File: src/hw/rtl/abf_pkg.sv
// ----------------------------------------------------------------------------
// abf_pkg
// Shared widths, types and register codes of the anharmonic bond force block.
// ----------------------------------------------------------------------------
`default_nettype none

package abf_pkg;

    // Fixed-point format of every data word (Q16.16 in 32 bits).
    localparam int DATA_W = 32;
    localparam int FRAC_W = 16;

    // Derived datapath widths.
    localparam int ROOT_W = DATA_W + 1;        // bond length r
    localparam int RSQ_W  = 2 * DATA_W + 2;    // r squared
    localparam int GMAG_W = DATA_W + 3;        // magnitude of the force numerator
    localparam int QUO_W  = GMAG_W + FRAC_W;   // quotient of numerator over r

    // Stream payload widths.
    localparam int S_TDATA_W = 3 * DATA_W;
    localparam int S_TUSER_W = 3;
    localparam int M_TDATA_W = 4 * DATA_W;
    localparam int M_TUSER_W = 2;

    localparam int CFG_IDX_W = 4;

    // Magnitude limits of a signed word.
    localparam logic [DATA_W-1:0] MAG_POS = {1'b0, {(DATA_W-1){1'b1}}};
    localparam logic [DATA_W-1:0] MAG_NEG = {1'b1, {(DATA_W-1){1'b0}}};

    // Reset value of the rest lengths: 1.0.
    localparam logic [DATA_W-2:0] REST_RESET = (DATA_W-1)'(1) << FRAC_W;

    // Bond kind code that selects the second coefficient set.
    localparam logic [1:0] KIND_TYPE2 = 2'd2;

    typedef logic signed [DATA_W-1:0] data_t;

    // One rounded product or clipped value with its clip flag.
    typedef struct packed {
        logic signed [DATA_W-1:0] val;
        logic                     sat;
    } fx_res_t;

    typedef enum logic [CFG_IDX_W-1:0] {
        REG_QUAD1    = 4'd0,
        REG_CUBIC1   = 4'd1,
        REG_QUARTIC1 = 4'd2,
        REG_REST1    = 4'd3,
        REG_QUAD2    = 4'd4,
        REG_CUBIC2   = 4'd5,
        REG_QUARTIC2 = 4'd6,
        REG_REST2    = 4'd7
    } cfg_reg_t;

endpackage

`default_nettype wire

File: src/hw/rtl/abf_fmul.sv
// ----------------------------------------------------------------------------
// abf_fmul
// Two-stage fixed-point multiplier: exact product, then round half away
// from zero and clip to a signed word.
// ----------------------------------------------------------------------------
`default_nettype none

module abf_fmul (
    input  logic            aclk,
    input  logic            ce,
    input  abf_pkg::data_t  a,
    input  abf_pkg::data_t  b,
    output abf_pkg::fx_res_t res
);
    import abf_pkg::*;

    localparam int PW = 2 * DATA_W;
    localparam int TW = PW + 1 - FRAC_W;
    localparam logic [PW:0] HALF = (PW+1)'(1) << (FRAC_W - 1);

    logic [PW-1:0]     prod_reg, prod_next;
    logic              neg_reg, neg_next;
    fx_res_t           res_reg, res_next;
    logic [DATA_W-1:0] am, bm, lim, m;
    logic [PW:0]       rnd;
    logic [TW-1:0]     t;
    logic              sat;

    always_comb begin
        am = a[DATA_W-1] ? DATA_W'(~a + 1'b1) : DATA_W'(a);
        bm = b[DATA_W-1] ? DATA_W'(~b + 1'b1) : DATA_W'(b);
        prod_next = PW'(am) * PW'(bm);
        neg_next  = a[DATA_W-1] ^ b[DATA_W-1];
    end

    always_comb begin
        rnd = (PW+1)'(prod_reg) + HALF;
        t   = rnd[PW:FRAC_W];
        lim = neg_reg ? MAG_NEG : MAG_POS;
        sat = t > TW'(lim);
        m   = sat ? lim : t[DATA_W-1:0];
        res_next.val = neg_reg ? data_t'(~m + 1'b1) : data_t'(m);
        res_next.sat = sat;
    end

    always_ff @(posedge aclk) begin
        if (ce) begin
            prod_reg <= prod_next;
            neg_reg  <= neg_next;
            res_reg  <= res_next;
        end
    end

    assign res = res_reg;

endmodule

`default_nettype wire

File: config.mk
export PLATFORM = sky130hd
export DESIGN_NAME = abf_fmul
export DESIGN_NICKNAME = d
export VERILOG_FILES = /design/src/hw/rtl/abf_pkg.sv /design/src/hw/rtl/abf_fmul.sv
export SDC_FILE = /design/constraint.sdc
export NUM_CORES = 2
export LEC_CHECK = 0
export ABC_AREA = 1
export BUFFER_PORTS_ARGS = -buffer_cell sky130_fd_sc_hd__buf_2
export CORE_AREA = 2 2 263 265
export CTS_CLUSTER_DIAMETER = 40
export CTS_CLUSTER_SIZE = 14
export DETAILED_ROUTE_END_ITERATION = 10
export DIE_AREA = 0 0 265 267
export GPL_ROUTABILITY_DRIVEN = 0
export HOLD_SLACK_MARGIN = 0.06
export PLACE_DENSITY = 0.77
export SYNTH_ARGS = -nofsm -noshare
export SYNTH_HDL_FRONTEND = slang
export SYNTH_SLANG_ARGS = --single-unit
File: constraint.sdc
create_clock -name aclk -period 15.66 [get_ports aclk]
set_input_delay 3.132 -clock aclk [delete_from_list [all_inputs] [get_ports aclk]]
set_output_delay 3.132 -clock aclk [all_outputs]
set_load 0.03 [all_outputs]
==> metrics <==
outcome complete, no violations; DRT iter0 DRCs 3876; CP Max Fanout 23; post-DP HPWL 101 mm; Critical-path top delay cell nand2_1; post-synth top area share 44.3%; clock root buffer clkbuf_16; Max Cap Viol 0; CTS tree built; Hold WC Path Type reg -> reg; top-count cell post-synth inv_1; CTS-repair resized insts 0; Critical Path AT 13.25 ns; layout cells sized above 1 5.54%; simple-gate area share of the yosys netlist between 20% and 30%; adder-cell share of the synthesized area 53.4%; Critical Path Source Type input port; Final Instance Area roughly 0.042 mm²; Post-CTS Setup Bufs 0; Crit Path Category in -> reg; Max Clk Rate 76.0 MHz; critical path's most frequent cell fa_1; post-synthesis mux area share less than 1%; IO Count 99; Residual DRC 0; DP Area 0.0418 mm²; hold bufs inserted after CTS 0; total congestion overflow 0; CTS buffer count 9; final worst slack 2.51 ns; post-layout min period around 13 ns; Via Count 34913; syn nets roughly 6400; Synth Cell Area roughly 0.040 mm²; router iterations before antenna repair 8; largest family of logic cells by synthesized area adder cells; WP data required about 16 ns; DP Worst Slack 2.42 ns; cell taking the most area after synthesis fa_1; final cycle utilization of the critical path 84.0%; fill count 5913; Syn Area/Cell between 7 and 8 µm²; Setup violations, final 0; Die Y 267 µm; first-pass GRT wire length between 150 and 200 mm; H-tree lvl count 3; DRT antenna net count 0; Synth Area in XOR/XNOR 2.45%; Clk Latency, worst-skew pair between 0.3 and 0.4 ns; clock transition at the registers of the reported paths 0.06 ns; initial antenna violation count 1; Sink Count 83; register area 0.00249 mm²; TNS Setup 0 ns; Synthesis Warnings 0; post-synthesis sequential area ratio under 10%; Routed WL 123 mm; Synth top cells by count inv_1 (1240), nand2_1 (1044), fa_1 (895); max reg flops 49; largest net degree at the start of global routing 84; detailed-route wire length per cell about 20 µm; die width 265 µm; Clock Path Buffers 2; final hold vios 0; RSZ-0062 raised after global routing false; Worst-Margin Slew 1.17 ns; Total Routing Usage GR 35.5%; FP Rows 96; Area Growth Syn to Fin 4.29%; Final Skew around 0.0053 ns; register bit total from synthesis just over 80; relative slew slack between 20 and 25%; Vias/cell 5.81; initial core utilization 59.5%; area of the multi-input gates 0.0325 mm²; vias in the first global route roughly 36000; top post-synthesis cells by area fa_1 (44%), inv_1 (12%), nand2_1 (9.7%), ha_1 (9.2%), nor2_1 (6.5%); die area around 0.071 mm²; Synth Area in Compound Gates 3.87%; port buffer count 98; CP peak stage delay 0.86 ns; Synth Instances 5125; core area 0.0680 mm²; EDFF count, synth 83; Final nets 6379; Synth Flop Type edfxtp_1; Async SR Flop Fraction 0%; CP Capture Type flip-flop; Netlist cell types 55; Max Slew Vio Count 0
-- metal layers --
metal | track usage, % | vias up | wire [µm]
li1 | - | 14971 | -
met1 | 44.0 | 17093 | 42800
met2 | 56.8 | 2261 | 55700
met3 | 8.63 | 586 | 15200
met4 | 20.9 | 2 | 9350
met5 | 0 | - | 12
-- placed cells by master (no fill, tap or decap), types with 8 or more instances in the layout --
cell type / count
a21oi_1: 118
a31oi_1: 21
buf_2: 97
buf_4: 65
clkbuf_16: 9
clkinv_1: 18
edfxtp_1: 83
fa_1: 895
ha_1: 296
inv_1: 1240
inv_2: 8
nand2_1: 1044
nand2_2: 17
nand3_1: 77
nand3_2: 16
nand3b_1: 11
nand4_1: 38
nor2_1: 702
nor2_2: 14
nor3_1: 34
nor4_1: 12
o21a_1: 14
o21ai_0: 86
o21ai_1: 11
or2_2: 21
xnor2_1: 33
xor2_1: 74
-- final timing paths --
kind | from | to | slack, ns | cells past startpoint
worst max-delay path | b[0] | prod_reg[57] | 2.51 | 32
worst min register to register | prod_reg[26] | res[11] | 0.91 | 2
worst max register to register | prod_reg[15] | res[15] | 10.55 | 28
worst min-delay path | prod_reg[26] | res[11] | 0.91 | 2
-- worst max-delay path, delay by kind of cell --
family,cells,cell delay (ns)
simple gates,7,2.32
buf+inv,8,1.56
xor+xnor,2,0.28
fa+ha+maj,10,4.71
compound gates,5,1.23
-- kinds of logic after synthesis --
family,Yosys count
DFF,83
muxes,1
AOI/OAI and AO/OA,282
xor gates and xnor gates,113
adders and majority gates,1191
and+or+nand+nor,2014
buffers and inverters,1441
-- stage by stage --
step	cells	hold WS, ns	util (%)
global route	6009	0.959	62.1
floorplan	5125	0.710	-
detailed placement	5993	0.891	61.6
finish	6010	0.906	62.1
CTS	6009	0.906	62.1
global placement	5993	0.870	61.6
-- final cells by class --
cell class                      instances  area share, %
Antenna cell                            1        0.00593
Clock buffer                            9          0.534
Clock inverter                          7          0.276
Inverter                             1265           11.3
Multi-Input combinational cell       3601           77.1
Sequential cell                        83           5.91
Tap cell                              882           2.62
Timing Repair Buffer                  162           2.31
Power is not shown: default switching activity piles up to over one toggle a cycle in this logic, so the estimate is an artifact.
